### config.mk
export PLATFORM = sky130hd
export DESIGN_NAME = gear_select_valve_controller
export DESIGN_NICKNAME = d
export VERILOG_FILES = /design/src/hdl/gsvc_pkg.sv /design/src/hdl/gear_select_valve_controller.sv
export SDC_FILE = /design/constraint.sdc
export NUM_CORES = 1
export LEC_CHECK = 0
export ABC_AREA = 1
export ABC_CLOCK_PERIOD_IN_PS = 6800
export BUFFER_PORTS_ARGS = -buffer_cell sky130_fd_sc_hd__buf_4
export CELL_PAD_IN_SITES_DETAIL_PLACEMENT = 1
export CELL_PAD_IN_SITES_GLOBAL_PLACEMENT = 1
export CORE_MARGIN = 10
export CORE_UTILIZATION = 48
export CTS_BUF_LIST = sky130_fd_sc_hd__clkbuf_4
export DETAILED_ROUTE_END_ITERATION = 16
export MAX_ROUTING_LAYER = met4
export PLACE_DENSITY = 0.91
export SLEW_MARGIN = 15
export SYNTH_ARGS = -nofsm -noshare
export SYNTH_HDL_FRONTEND = slang
export SYNTH_SLANG_ARGS = --single-unit
export TNS_END_PERCENT = 100
### constraint.sdc
create_clock -name clock -period 6.8 [get_ports clock]
set_input_delay 1.36 -clock clock [delete_from_list [all_inputs] [get_ports clock]]
set_output_delay 1.36 -clock clock [all_outputs]
set_load 0.01 [all_outputs]
### src/hdl/gsvc_pkg.sv
// Gear select valve controller: shared types and constants.
// Used by gear_select_valve_controller; depends on nothing.

package gsvc_pkg;

   localparam logic [5:0] GEAR_KICK    = 6'h30;
   localparam logic [3:0] SETTLE_RESET = 4'd3;

   localparam logic [1:0] LINE_CLASS_NEUTRAL = 2'd3;
   localparam logic [1:0] LINE_CLASS_REVERSE = 2'd2;

   localparam logic [1:0] GEAR_CLASS_FORWARD = 2'd0;
   localparam logic [1:0] GEAR_CLASS_REVERSE = 2'd1;
   localparam logic [1:0] GEAR_CLASS_NEUTRAL = 2'd2;
   localparam logic [1:0] GEAR_CLASS_KICK    = 2'd3;

   typedef struct packed {
      logic [5:0] line_levels;
      logic       brake_level;
   } gsvc_req_type;

   typedef struct packed {
      logic [4:0] valve_drive;
      logic       reverse_lamp;
      logic       neutral_interlock;
      logic [5:0] shown_gear;
      logic       gear_changed;
      logic       brake_changed;
      logic       kick_down_active;
   } gsvc_rsp_type;

endpackage

### src/hdl/gear_select_valve_controller.sv
// Gear select valve controller top level: decode, debounce, kick-down toggle
// and valve selection. Depends on gsvc_pkg.
//
//  channel | ports                          | moves
//  --------+--------------------------------+-------------------------------
//  request | req_valid, req_stall, req_data | one scan per transaction
//  result  | rsp_valid, rsp_stall, rsp_data | one valve setting per scan
//  csr     | csr_wr_en, csr_wr_data         | settle_count, no read-back
//
// One transaction per cycle while the result is not stalled; a taken request
// passes through the input register, then the result register.
// All debounce and valve state updates when a scan moves into the result
// register. Reset is synchronous; settle_count returns to 3.
// A stalled result holds; the input register still takes one more scan.

module gear_select_valve_controller (
   input  logic                  clock,
   input  logic                  reset,
   input  logic                  req_valid,
   output logic                  req_stall,
   input  gsvc_pkg::gsvc_req_type req_data,
   output logic                  rsp_valid,
   input  logic                  rsp_stall,
   output gsvc_pkg::gsvc_rsp_type rsp_data,
   input  logic                  csr_wr_en,
   input  logic [3:0]            csr_wr_data
);
   import gsvc_pkg::*;

   logic         in_valid_ff;
   gsvc_req_type in_data_ff;
   logic         rsp_valid_ff;
   gsvc_rsp_type rsp_data_ff;
   logic         rsp_valid_in;
   gsvc_rsp_type rsp_data_in;

   logic [3:0] settle_ff;
   logic [5:0] stable_gear_ff, stable_gear_in;
   logic       stable_brake_ff, stable_brake_in;
   logic [3:0] gear_cnt_ff, gear_cnt_in;
   logic [3:0] brake_cnt_ff, brake_cnt_in;
   logic       kick_held_ff, kick_held_in;
   logic       kick_mode_ff, kick_mode_in;
   logic [6:0] valve_hold_ff, valve_hold_in;
   logic [5:0] display_gear_ff, display_gear_in;

   logic       rsp_load;
   logic       fire;
   logic       req_take;
   logic [5:0] gear_code;
   logic       gchg;
   logic       bchg;

   function automatic logic [5:0] decode_lines(input logic [5:0] lines);
      logic [5:0] step;
      step = 6'd0;
      case (lines[3:0])
         4'h4:    step = 6'd0;
         4'h0:    step = 6'd1;
         4'h2:    step = 6'd2;
         4'h6:    step = 6'd3;
         4'hE:    step = 6'd4;
         default: step = 6'd0;
      endcase
      if (lines[0]) begin
         return GEAR_KICK;
      end else if (lines[5:4] == LINE_CLASS_NEUTRAL) begin
         return step + 6'h20;
      end else if (lines[5:4] == LINE_CLASS_REVERSE) begin
         return step + 6'h10;
      end
      return step;
   endfunction

   function automatic logic [6:0] select_valves(input logic [5:0] gear, input logic brake,
                                                input logic kick, input logic [6:0] prev);
      logic [1:0] cls;
      logic [3:0] step;
      logic [4:0] valves;
      logic [6:0] lamps;
      cls    = gear[5:4];
      step   = gear[3:0];
      valves = prev[4:0];
      lamps  = 7'h00;
      if (cls == GEAR_CLASS_KICK) begin
         return prev;
      end
      if (cls == GEAR_CLASS_REVERSE) begin
         lamps = 7'h20;
      end else if (cls == GEAR_CLASS_NEUTRAL) begin
         lamps = 7'h40;
      end
      if (kick) begin
         if (cls == GEAR_CLASS_FORWARD) begin
            valves = brake ? 5'h0A : 5'h0E;
         end else if (cls == GEAR_CLASS_REVERSE) begin
            valves = brake ? 5'h0A : 5'h0F;
         end else begin
            valves = 5'h0A;
         end
      end else if (cls == GEAR_CLASS_FORWARD) begin
         case (step)
            4'd0:    valves = 5'h00;
            4'd1:    valves = brake ? 5'h0A : 5'h0E;
            4'd2:    valves = brake ? 5'h08 : 5'h0C;
            4'd3:    valves = 5'h04;
            4'd4:    valves = 5'h01;
            default: valves = prev[4:0];
         endcase
      end else if (cls == GEAR_CLASS_REVERSE) begin
         case (step)
            4'd0:    valves = 5'h00;
            4'd1:    valves = brake ? 5'h0A : 5'h0F;
            4'd2:    valves = brake ? 5'h08 : 5'h0D;
            4'd3:    valves = 5'h05;
            4'd4:    valves = 5'h05;
            default: valves = prev[4:0];
         endcase
      end else begin
         case (step)
            4'd0:    valves = 5'h00;
            4'd1:    valves = 5'h0A;
            4'd2:    valves = 5'h08;
            4'd3:    valves = 5'h00;
            4'd4:    valves = 5'h00;
            default: valves = prev[4:0];
         endcase
      end
      return lamps | {2'b00, valves};
   endfunction

   assign rsp_load  = !rsp_valid_ff || !rsp_stall;
   assign fire      = in_valid_ff && rsp_load;
   assign req_stall = in_valid_ff && !rsp_load;
   assign req_take  = req_valid && !req_stall;
   assign rsp_valid = rsp_valid_ff;
   assign rsp_data  = rsp_data_ff;

   assign gear_code = decode_lines(in_data_ff.line_levels);

   always_comb begin
      stable_gear_in  = stable_gear_ff;
      stable_brake_in = stable_brake_ff;
      gear_cnt_in     = gear_cnt_ff;
      brake_cnt_in    = brake_cnt_ff;
      kick_held_in    = kick_held_ff;
      kick_mode_in    = kick_mode_ff;
      display_gear_in = display_gear_ff;
      gchg            = 1'b0;
      bchg            = 1'b0;

      if (gear_code == GEAR_KICK) begin
         if (!kick_held_ff) begin
            kick_held_in    = 1'b1;
            gchg            = 1'b1;
            gear_cnt_in     = 4'd0;
            display_gear_in = GEAR_KICK;
            kick_mode_in    = !kick_mode_ff;
            if (kick_mode_ff) begin
               stable_gear_in = GEAR_KICK;
            end
         end
      end else begin
         kick_held_in = 1'b0;
         if (gear_code != stable_gear_ff) begin
            gear_cnt_in  = gear_cnt_ff + 4'd1;
            kick_mode_in = 1'b0;
            if (gear_cnt_in >= settle_ff) begin
               gchg            = 1'b1;
               gear_cnt_in     = 4'd0;
               stable_gear_in  = gear_code;
               display_gear_in = gear_code;
            end
         end
      end

      if (in_data_ff.brake_level != stable_brake_ff) begin
         brake_cnt_in = brake_cnt_ff + 4'd1;
         if (brake_cnt_in >= settle_ff) begin
            bchg            = 1'b1;
            brake_cnt_in    = 4'd0;
            stable_brake_in = in_data_ff.brake_level;
         end
      end

      valve_hold_in = select_valves(stable_gear_in, stable_brake_in, kick_mode_in,
                                    valve_hold_ff);

      rsp_data_in.valve_drive       = valve_hold_in[4:0];
      rsp_data_in.reverse_lamp      = valve_hold_in[5];
      rsp_data_in.neutral_interlock = valve_hold_in[6];
      rsp_data_in.shown_gear        = display_gear_in;
      rsp_data_in.gear_changed      = gchg;
      rsp_data_in.brake_changed     = bchg;
      rsp_data_in.kick_down_active  = kick_mode_in;

      if (fire) begin
         rsp_valid_in = 1'b1;
      end else if (!rsp_stall) begin
         rsp_valid_in = 1'b0;
      end else begin
         rsp_valid_in = rsp_valid_ff;
      end
   end

   always_ff @(posedge clock) begin
      if (reset) begin
         in_valid_ff     <= 1'b0;
         rsp_valid_ff    <= 1'b0;
         settle_ff       <= SETTLE_RESET;
         stable_gear_ff  <= 6'd0;
         stable_brake_ff <= 1'b0;
         gear_cnt_ff     <= 4'd0;
         brake_cnt_ff    <= 4'd0;
         kick_held_ff    <= 1'b0;
         kick_mode_ff    <= 1'b0;
         valve_hold_ff   <= 7'd0;
         display_gear_ff <= 6'd0;
      end else begin
         rsp_valid_ff <= rsp_valid_in;
         if (req_take) begin
            in_valid_ff <= 1'b1;
         end else if (fire) begin
            in_valid_ff <= 1'b0;
         end
         if (csr_wr_en) begin
            settle_ff <= csr_wr_data;
         end
         if (fire) begin
            stable_gear_ff  <= stable_gear_in;
            stable_brake_ff <= stable_brake_in;
            gear_cnt_ff     <= gear_cnt_in;
            brake_cnt_ff    <= brake_cnt_in;
            kick_held_ff    <= kick_held_in;
            kick_mode_ff    <= kick_mode_in;
            valve_hold_ff   <= valve_hold_in;
            display_gear_ff <= display_gear_in;
         end
      end
   end

   always_ff @(posedge clock) begin
      if (req_take) begin
         in_data_ff <= req_data;
      end
      if (fire) begin
         rsp_data_ff <= rsp_data_in;
      end
   end

`ifndef NO_ASSERTIONS
   a_stall_needs_item: assert property (@(posedge clock) disable iff (reset)
      req_stall |-> in_valid_ff)
      else $error("request stalled with empty input register");

   a_kick_matches_state: assert property (@(posedge clock) disable iff (reset)
      rsp_valid_ff |-> rsp_data_ff.kick_down_active == kick_mode_ff)
      else $error("kick-down flag out of step with mode register");

   a_gear_change_display: assert property (@(posedge clock) disable iff (reset)
      rsp_valid_ff && rsp_data_ff.gear_changed |->
         rsp_data_ff.shown_gear == GEAR_KICK || rsp_data_ff.shown_gear == stable_gear_ff)
      else $error("gear change shows a code that is neither kick-down nor stable gear");

   a_brake_change_clears: assert property (@(posedge clock) disable iff (reset)
      rsp_valid_ff && rsp_data_ff.brake_changed |-> brake_cnt_ff == 4'd0)
      else $error("brake change accepted without clearing the mismatch count");
`endif

endmodule
==> flow_summary_export.csv, run 1 <==
group,metric,value,unit
sta,finClkSkew,0.00946,ns
clocking,clock_path_buffers,2,
placed_design,port_buffers,33,
worst_setup_path,crit_slowest_cell,"nor2_1",
clocking,ctsHtreeMaxLevel,3,
layout,final_cell_area,3500,sq um
clocking,clock_sinks,59,
placed_design,dpl.hpwl,5.57,mm
synthesis,synth-main-ff-cell,"dfxtp_1",
clocking,cts-root-buf,"clkbuf_4",
layout,final_cell_mix,"nand2_1, inv_1, dfxtp_1",
grt,grt_pass1_wl,12.7,mm
grt,grt-busiest-layer,"met2",
placed_design,place.gp.congestion,0.890,
synthesis,postSynthCellCount,388,
pwr,power_density,233,nW/um^2
floorplanning,fp.dieW,100,um
pwr,power.leakage,1.65,nW
sta,finalMaxSlewViolations,0,
grt,antenna_found_initial,0,
detailed_routing,drt-pass1-iter-count,4,
detailed_routing,wirelength,7.52,mm
layout,antenna_cells,0,
synthesis,synth-edff-count,23,
grt,met3_usage,3.50,%
floorplanning,num_rows,29,
clocking,clkLatencyLatePin,0.39,ns
worst_setup_path,crit_fanout,3,
floorplanning,start_util,49.1,%
sta,setup_tns,0,ns
sta,rsz0062_at_grt,"no",
worst_setup_path,timing_worst_setup_path_type,"in2out",
clocking,post_cts_buffers,0,
grt,grt.total_usage,15.9,%
detailed_routing,ant_nets,0,
floorplanning,pin_count,34,
grt,gr-usage-met1,19.4,%
floorplanning,dieArea,10000,sq um
floorplanning,core,6280,sq um
clocking,cts_resized,0,
floorplanning,die_y,100,um
pwr,vdd_drop_max,0.132,mV
synthesis,synth_nets,414,
layout,finalNetCount,451,
sta,slew_headroom,58.1,%
worst_setup_path,critPathLaunchType,"input port",
layout,final_cells,507,
grt,grt_overflow,0,
grt,grt_util_met2,24.9,%
synthesis,yosys_warnings,0,
clocking,cts-hold-fix-buffers,0,
detailed_routing,drt-initial-drc-count,117,
detailed_routing,dr_total_vias,2642,
detailed_routing,wl_per_cell,14.8,um
synthesis,post_synth_instance_area,3080,sq um
pwr,p_total,0.817,mW
status,status,"finished, final reports clean",
grt,grt_pass1_vias,2680,
sta,setup_viol,0,
synthesis,yosys_register_bits,59,
worst_setup_path,worstPathArrival,1.80,ns
flow_run,cap_violations,0,
worst_setup_path,cp_common_cell,"buf_4",
placed_design,dp_cells,491,
sta,min_period,3.16,ns
layout,syn_to_final_growth,13.6,%
sta,hold_viol,0,
worst_setup_path,crit_path_max_incr_delay,0.14,ns
placed_design,place_area,3400,sq um
detailed_routing,drc,0,
worst_setup_path,path_delay_family,"buffers and inverters",
clocking,cts_inserted_buffers,9,
grt,grt_max_degree,38,
detailed_routing,vias_per_cell,5.21,
worst_hold_path,hp-class,"reg2reg",
layout,final_common_cell,"nand2_1",
clocking,cts.clk_slew.worst_paths,0.10,ns
sta,holdWs,0.455,ns
synthesis,syn_avg_cell_area,7.95,sq um
worst_setup_path,endpoint_kind,"primary output",
sta,fin_crit_sh,46.4,%
sta,worst_slew_pin_slew,0.629,ns
layout,drive_above_1_share,18.1,%
synthesis,synth.distinct_cells,37,
worst_setup_path,path_buf_inv,2,
worst_setup_path,path_cells,"buf_4 > nand2_1 > nor2_1 > buf_4",
synthesis,async_flop_share,0,%
worst_setup_path,critical_path_required,5.44,ns
synthesis,seq_area_frac_synth,45.8,%
clocking,cts_tree,"built",
sta,fmax,317,MHz
## cell usage after synthesis, drive strengths merged, types with 4 or more instances
library cell / count / area (sq um)
o21ai: 34 / 174
o211ai: 4 / 35.0
edfxtp: 23 / 691
xor2: 6 / 52.6
nand4: 6 / 37.5
a21oi: 39 / 218
ha: 10 / 125
dfxtp: 36 / 721
inv: 75 / 284
nand2: 87 / 354
nor2: 30 / 140
clkbuf: 6 / 22.5
nand3: 15 / 97.6
## flip-flops by register name, summed over array words and instances, names as in the netlist
| name | cells |
|---|---|
| kick_held_ff | 1 |
| stable_gear_ff | 6 |
| settle_ff | 4 |
| in_data_ff | 7 |
| rsp_valid | 1 |
| in_valid_ff | 1 |
| valve_hold_ff | 7 |
| gear_cnt_ff | 4 |
| brake_cnt_ff | 4 |
| display_gear_ff | 6 |
| stable_brake_ff | 1 |
| kick_mode_ff | 1 |
| rsp_data | 16 |
## final timing paths
path,endpoint,cells past startpoint,start,slack (ns)
worst max-delay path,req_stall,4,rsp_stall,3.64
worst min-delay path,valve_hold_ff[4]$_SDFFE_PP0P_,2,valve_hold_ff[4]$_SDFFE_PP0P_,0.45
worst max register to register,rsp_data[11]$_DFFE_PP_,12,gear_cnt_ff[0]$_SDFFE_PP0P_,3.85
worst min register to register,valve_hold_ff[4]$_SDFFE_PP0P_,2,valve_hold_ff[4]$_SDFFE_PP0P_,0.45
## per-layer routing
| metal | vias up | part of all wire (%) |
|---|---|---|
| met5 | - | 0 |
| met4 | 0 | 1.2 |
| met3 | 11 | 4.3 |
| met2 | 53 | 47 |
| met1 | 1247 | 47 |
| li1 | 1331 | - |
## layout make-up
type	count	area, sq um
Tap cell	77	96.3
Sequential cell	59	1410
Clock buffer	11	82.6
Clock inverter	5	20.0
Multi-Input combinational cell	245	1350
Inverter	76	288
Timing Repair Buffer	34	255
Fill cell	807	2780
## kinds of logic after synthesis
group / after synthesis / share of synthesized area (%)
buffers and inverters: 84 / 10.6
adders and majority gates: 10 / 4.06
AOI/OAI and AO/OA: 83 / 15.3
and+or+nand+nor: 144 / 22.0
DFF: 59 / 45.8
xor gates and xnor gates: 8 / 2.27
## worst reg2reg max path: cells and delay by family (launching register included)
family,cells,cell delay [ns]
and+or+nand+nor,7,1.20
AOI/OAI and AO/OA,2,0.50
DFF,1,0.41
adders and majority gates,1,0.31
xor gates and xnor gates,1,0.25
buffers and inverters,1,0.04
## through the flow
step / worst slack (ns) / utilization, %
after floorplan: 3.82 / -
after global placement: 3.39 / 54.1
after detailed placement: 3.30 / 54.1
after CTS: 3.62 / 55.8
after global routing: 3.41 / 55.8
final: 3.64 / 55.8
## report_power, final
part / total [mW] / switching, mW / internal [mW]
clock network: 0.199 / 0.121 / 0.0782
registers: 0.412 / 0.0158 / 0.396
logic: 0.206 / 0.135 / 0.0708
total: 0.817 / 0.272 / 0.545
Note: power is estimated with default switching activity, not from simulation.
==> inputs of run 2 (changes only) <==
- ABC_CLOCK_PERIOD_IN_PS: 6800 -> 2550
- CORE_UTILIZATION: 48 -> 41
- PLACE_DENSITY: 0.91 -> 0.83
- clock period: 6.8 -> 2.55 ns (I/O delays scaled with it)
==> flow_summary_export.csv, run 2 (synthesized netlist as in run 1, its figures left out) <==
group,metric,value,unit
layout,postLayoutCoreUtil,54.0,%
layout,final_cell_mix,"inv_1, nand2_1, buf_4",
grt,grt_max_degree,37,
pwr,power_density,664,nW/um^2
grt,met3_usage,3.41,%
worst_hold_path,hp-class,"in2reg",
floorplanning,fp.dieW,107,um
grt,antenna_found_initial,0,
clocking,cts.clk_slew.worst_paths,0.10,ns
placed_design,place.gp.congestion,0.889,
grt,grt_overflow,0,
sta,fin_crit_sh,104,%
sta,setup_viol,4,
worst_setup_path,crit_slowest_cell,"dfxtp_2",
sta,final.setup.worst_slack,-0.112,ns
worst_setup_path,critical_path_required,2.91,ns
sta,finalMaxSlewViolations,0,
detailed_routing,ant_nets,0,
pwr,switching_share,33.5,%
worst_hold_path,holdPathStages,1,
worst_setup_path,path_cells,"nand3_2 > xnor2_2 > ha_4 > a21oi_4 > nand3_2 > nand2_1 > o21ai_0 > nand2_1 > nand2_2 > nor2_2 > nand3_1 > nand2_1 > inv_2 > nand2_2 > nand2_2 > nand2_2 > nand2_2 > a21oi_2",
sta,min_period,2.66,ns
status,status,"finished, violations left",
layout,fillers,903,
floorplanning,core,7290,sq um
layout,drive_above_1_share,30.8,%
worst_setup_path,worstPathArrival,3.02,ns
pwr,p_clk_share,29.4,%
clocking,cts-root-buf,"clkbuf_4",
clocking,clkLatencyLatePin,0.43,ns
clocking,clock_sinks,59,
flow_run,cap_violations,0,
sta,hold_viol,0,
detailed_routing,dr_total_vias,2909,
detailed_routing,wirelength,9.42,mm
clocking,cts_inserted_buffers,9,
detailed_routing,drc,0,
clocking,cts-hold-fix-buffers,0,
layout,finalNetCount,472,
grt,grt.total_usage,15.9,%
clocking,cts_tree,"built",
detailed_routing,vias_per_cell,5.29,
placed_design,port_buffers,33,
pwr,power.internal,1.74,mW
pwr,power.leakage,1.83,nW
floorplanning,start_util,42.3,%
floorplanning,dieArea,11400,sq um
sta,setup_tns,-0.391,ns
worst_setup_path,endpoint_kind,"register",
layout,largest_reg_flops,16,
floorplanning,pin_count,34,
detailed_routing,drt-pass1-iter-count,5,
floorplanning,num_rows,31,
pwr,seq_power_share,42.0,%
grt,grt_util_met2,26.7,%
pwr,power.switching,0.876,mW
worst_setup_path,r2r_cells,18,
grt,gr-usage-met1,17.6,%
grt,grt-busiest-layer,"met2",
clocking,ctsHtreeMaxLevel,3,
sta,worst_slew_pin_slew,0.646,ns
worst_setup_path,critPathLaunchType,"register",
pwr,p_comb_share,28.5,%
worst_setup_path,timing_worst_setup_path_type,"reg2reg",
status,violations,"negative setup slack",
worst_setup_path,cp_common_cell,"nand2_2",
worst_setup_path,crit_fanout,5,
floorplanning,die_y,107,um
layout,syn_to_final_growth,27.7,%
clocking,clock_path_buffers,2,
worst_setup_path,crit_path_max_incr_delay,0.39,ns
detailed_routing,wl_per_cell,17.1,um
pwr,vdd_drop_max,0.457,mV
layout,antenna_cells,0,
sta,rsz0062_at_grt,"yes",
grt,grt_pass1_wl,14.3,mm
placed_design,dpl.hpwl,5.96,mm
sta,fmax,376,MHz
detailed_routing,drt-initial-drc-count,166,
sta,slew_headroom,56.9,%
sta,finClkSkew,0.0172,ns
placed_design,pre_cts_ws,-0.170,ns
grt,grt_pass1_vias,3084,
-- run 2: cell types whose count changed in the layout (fill, tap and decap cells not counted), moves of 4 or more --
cell | previous run | this run
buf_4 | 34 | 53
dfxtp_1 | 36 | 32
inv_1 | 70 | 66
inv_2 | 4 | 8
nand2_1 | 78 | 66
nand2_2 | 8 | 14
nand2_4 | 1 | 7
nand3_2 | 2 | 6
nor2_1 | 24 | 19
o21ai_0 | 30 | 25
-- run 2: stage by stage --
step | std cells | hold WS, ns | power, mW | instance area, sq um
floorplan | 388 | 0.423 | 1.50 | 3080
global placement | 524 | 0.432 | 1.67 | 3510
detailed placement | 524 | 0.442 | 1.71 | 3510
CTS | 545 | 0.240 | 2.52 | 3800
global route | 550 | 0.238 | 2.74 | 3940
finish | 550 | 0.258 | 2.61 | 3940
-- run 2: power by group through the flow --
| stage | Sequential [mW] | Combinational [mW] | Clock, mW |
|---|---|---|---|
| 6_report | 1.10 | 0.746 | 0.769 |
| 2_1_floorplan | 1.12 | 0.383 | 0 |
| 4_1_cts | 1.10 | 0.643 | 0.779 |
| 3_3_place_gp | 1.12 | 0.558 | 0 |
| 3_5_place_dp | 1.12 | 0.591 | 0 |
| 5_1_grt | 1.11 | 0.823 | 0.813 |
-- run 2: area by class of cell --
type | instances | area [sq um] | share of cell area (%)
well taps | 99 | 124 | 3.15
repair buffers | 54 | 409 | 10.4
clock inverters | 6 | 80.1 | 2.03
inverters | 76 | 288 | 7.31
clock buffers | 10 | 75.1 | 1.91
multi-input cells | 246 | 1540 | 39.1
flip-flops and latches | 59 | 1420 | 36.1
-- run 2: path summary, 6_finish.rpt --
check | startpoint | end | slack, ns
hold reg to reg | valve_hold_ff[4]$_SDFFE_PP0P_ | valve_hold_ff[4]$_SDFFE_PP0P_ | 0.45
hold / removal | req_data[4] | in_data_ff[4]$_DFFE_PP_ | 0.26
setup reg to reg | gear_cnt_ff[2]$_SDFFE_PP0P_ | valve_hold_ff[2]$_SDFFE_PP0P_ | -0.11
setup / recovery | gear_cnt_ff[2]$_SDFFE_PP0P_ | valve_hold_ff[2]$_SDFFE_PP0P_ | -0.11
-- run 2: timing repair --
action | CTS | global route
endpoints found under the setup margin | 10 | 24
gates resized for setup | 20 | 35
pin swaps | 7 | 14
cloned | 1 | 0
buffers inserted | 4 | 5
-- run 2: critical path: cells and delay by family, from the launching register on --
family                     cells  cell delay, ns
xor gates and xnor gates       1            0.21
adders and majority gates      1            0.25
buffers and inverters          1            0.04
AOI/OAI and AO/OA              3            0.49
DFF                            1            0.39
and+or+nand+nor               12            1.22
-- run 2: per-layer routing --
layer  share of wire, %  vias up
li1                   -     1374
met1                 42     1401
met2                 50       97
met3                4.4       37
met4                3.7        0
met5                  0        -
==> inputs of run 3 (changes only) <==
- PLACE_DENSITY: 0.83 -> 0.89
- REMOVE_ABC_BUFFERS: not set -> 1
==> flow_summary_export.csv, run 3 (synthesized netlist as in run 1, its figures left out) <==
group,metric,value,unit
grt,grt_util_met2,29.4,%
layout,syn_to_final_growth,23.3,%
sta,worst_slew_pin_slew,0.649,ns
worst_setup_path,worstReg2RegStart,"gear_cnt_ff[0]$_SDFFE_PP0P_",
pwr,seq_power_share,46.7,%
flow_run,cap_violations,0,
detailed_routing,drt-pass1-iter-count,4,
layout,final_cell_area,3800,sq um
sta,fin_crit_sh,109,%
clocking,cts-root-buf,"clkbuf_4",
worst_setup_path,path_cells,"ha_4 > xor2_2 > ha_1 > nand2_1 > inv_2 > nand2_4 > nand4_1 > nand2_2 > nand2_1 > nand2_2 > nand2_4 > buf_6 > nand3_2 > nand2_1 > inv_1 > nand2_1 > nand2_2 > nand2_2 > nand2_2 > inv_1",
layout,largest_reg_flops,16,
sta,min_period,2.78,ns
layout,drive_above_1_share,27.9,%
worst_setup_path,crit_slowest_cell,"dfxtp_4",
sta,finClkSkew,0.0143,ns
sta,setup_viol,13,
sta,finalMaxSlewViolations,0,
pwr,p_comb_share,29.3,%
worst_hold_path,hp-class,"in2reg",
detailed_routing,dr_total_vias,2878,
status,status,"finished, violations left",
pwr,power.switching,0.820,mW
worst_setup_path,endpoint_kind,"register",
detailed_routing,vias_per_cell,5.30,
grt,grt_overflow,0,
placed_design,place.gp.congestion,0.845,
floorplanning,fp.dieW,107,um
pwr,vdd_drop_max,0.270,mV
worst_setup_path,crit_path_start,"gear_cnt_ff[0]$_SDFFE_PP0P_",
pwr,p_clk_share,24.0,%
floorplanning,num_rows,31,
clocking,clock_path_buffers,2,
worst_setup_path,critical_path_required,2.74,ns
floorplanning,dieArea,11400,sq um
worst_hold_path,hold_start,"req_data[1]",
detailed_routing,drt-initial-drc-count,181,
grt,antenna_found_initial,0,
sta,slew_headroom,56.7,%
clocking,cts-hold-fix-buffers,0,
layout,finalNetCount,465,
worst_setup_path,timing_worst_setup_path_type,"reg2reg",
placed_design,dpl.hpwl,5.82,mm
layout,antenna_cells,0,
placed_design,pre_cts_ws,-0.145,ns
clocking,cts.clk_slew.worst_paths,0.10,ns
detailed_routing,wl_per_cell,17.2,um
placed_design,place_area,3490,sq um
grt,grt_pass1_wl,14.6,mm
worst_setup_path,worstPathArrival,2.97,ns
layout,final_cell_mix,"inv_1, nand2_1, buf_4",
floorplanning,core,7290,sq um
worst_setup_path,cp_common_cell,"nand2_2",
grt,gr-usage-met1,16.5,%
worst_setup_path,crit_fanout,5,
sta,final.setup.worst_slack,-0.232,ns
grt,grt.total_usage,16.2,%
floorplanning,start_util,42.3,%
grt,grt_max_degree,37,
grt,grt_pass1_vias,3104,
sta,fmax,359,MHz
sta,hold_viol,0,
layout,postLayoutCoreUtil,52.1,%
status,violations,"negative setup slack",
floorplanning,pin_count,34,
detailed_routing,ant_nets,0,
floorplanning,die_y,107,um
worst_setup_path,crit_path_max_incr_delay,0.37,ns
pwr,p_total,2.35,mW
grt,met3_usage,4.13,%
clocking,cts_tree,"built",
worst_setup_path,path_buf_inv,4,
layout,final_common_cell,"inv_1",
clocking,clock_sinks,59,
pwr,switching_share,34.8,%
layout,fillers,932,
clocking,clkLatencyLatePin,0.42,ns
worst_setup_path,path_delay_family,"simple AND/OR/NAND/NOR gates",
pwr,power_density,619,nW/um^2
detailed_routing,drc,0,
sta,rsz0062_at_grt,"yes",
pwr,power.internal,1.53,mW
grt,grt-busiest-layer,"met2",
detailed_routing,wirelength,9.37,mm
clocking,ctsHtreeMaxLevel,3,
worst_setup_path,critPathLaunchType,"register",
clocking,cts_inserted_buffers,9,
placed_design,port_buffers,33,
pwr,power.leakage,1.77,nW
[run 3: layout make-up]
type / instances / area [sq um] / share of cell area, %
multi-input combinational: 246 / 1510 / 39.6
sequential: 59 / 1420 / 37.3
clock inverter: 4 / 18.8 / 0.494
clock buffer: 12 / 90.1 / 2.37
timing repair buffer: 47 / 357 / 9.38
tap: 99 / 124 / 3.26
inverter: 76 / 288 / 7.57
[run 3: metrics by stage]
step,cells,hold WS (ns),TNS (ns)
6_report,543,0.258,-1.54
5_1_grt,543,0.238,-3.81
4_1_cts,540,0.251,0
3_5_place_dp,522,0.443,-0.551
3_3_place_gp,522,0.432,0
2_1_floorplan,380,0.420,-13.02
[run 3: final timing paths]
| check | slack [ns] | depth (start not counted) | to |
|---|---|---|---|
| setup / recovery | -0.23 | 20 | rsp_data[13]$_DFFE_PP_ |
| hold / removal | 0.26 | 1 | in_data_ff[1]$_DFFE_PP_ |
| setup reg to reg | -0.23 | 20 | rsp_data[13]$_DFFE_PP_ |
| hold reg to reg | 0.45 | 2 | display_gear_ff[3]$_SDFFE_PP0P_ |
[run 3: power groups by stage]
stage / logic [mW] / registers [mW] / clock network (mW)
2_1_floorplan: 0.372 / 1.12 / 0
3_3_place_gp: 0.541 / 1.11 / 0
3_5_place_dp: 0.571 / 1.12 / 0
4_1_cts: 0.605 / 1.10 / 0.577
5_1_grt: 0.768 / 1.11 / 0.621
6_report: 0.690 / 1.10 / 0.564
[run 3: routing by layer]
metal	routed length (um)	up-vias
met3	397	30
met1	3700	1406
met2	4960	86
li1	-	1356
met5	0	-
met4	307	0
[run 3: what timing repair did]
item                       CTS  global route
setup endpoints to repair   10            24
buffers inserted             1             3
gates resized for setup     16            28
gates cloned                 1             0
pin swaps                    9            19
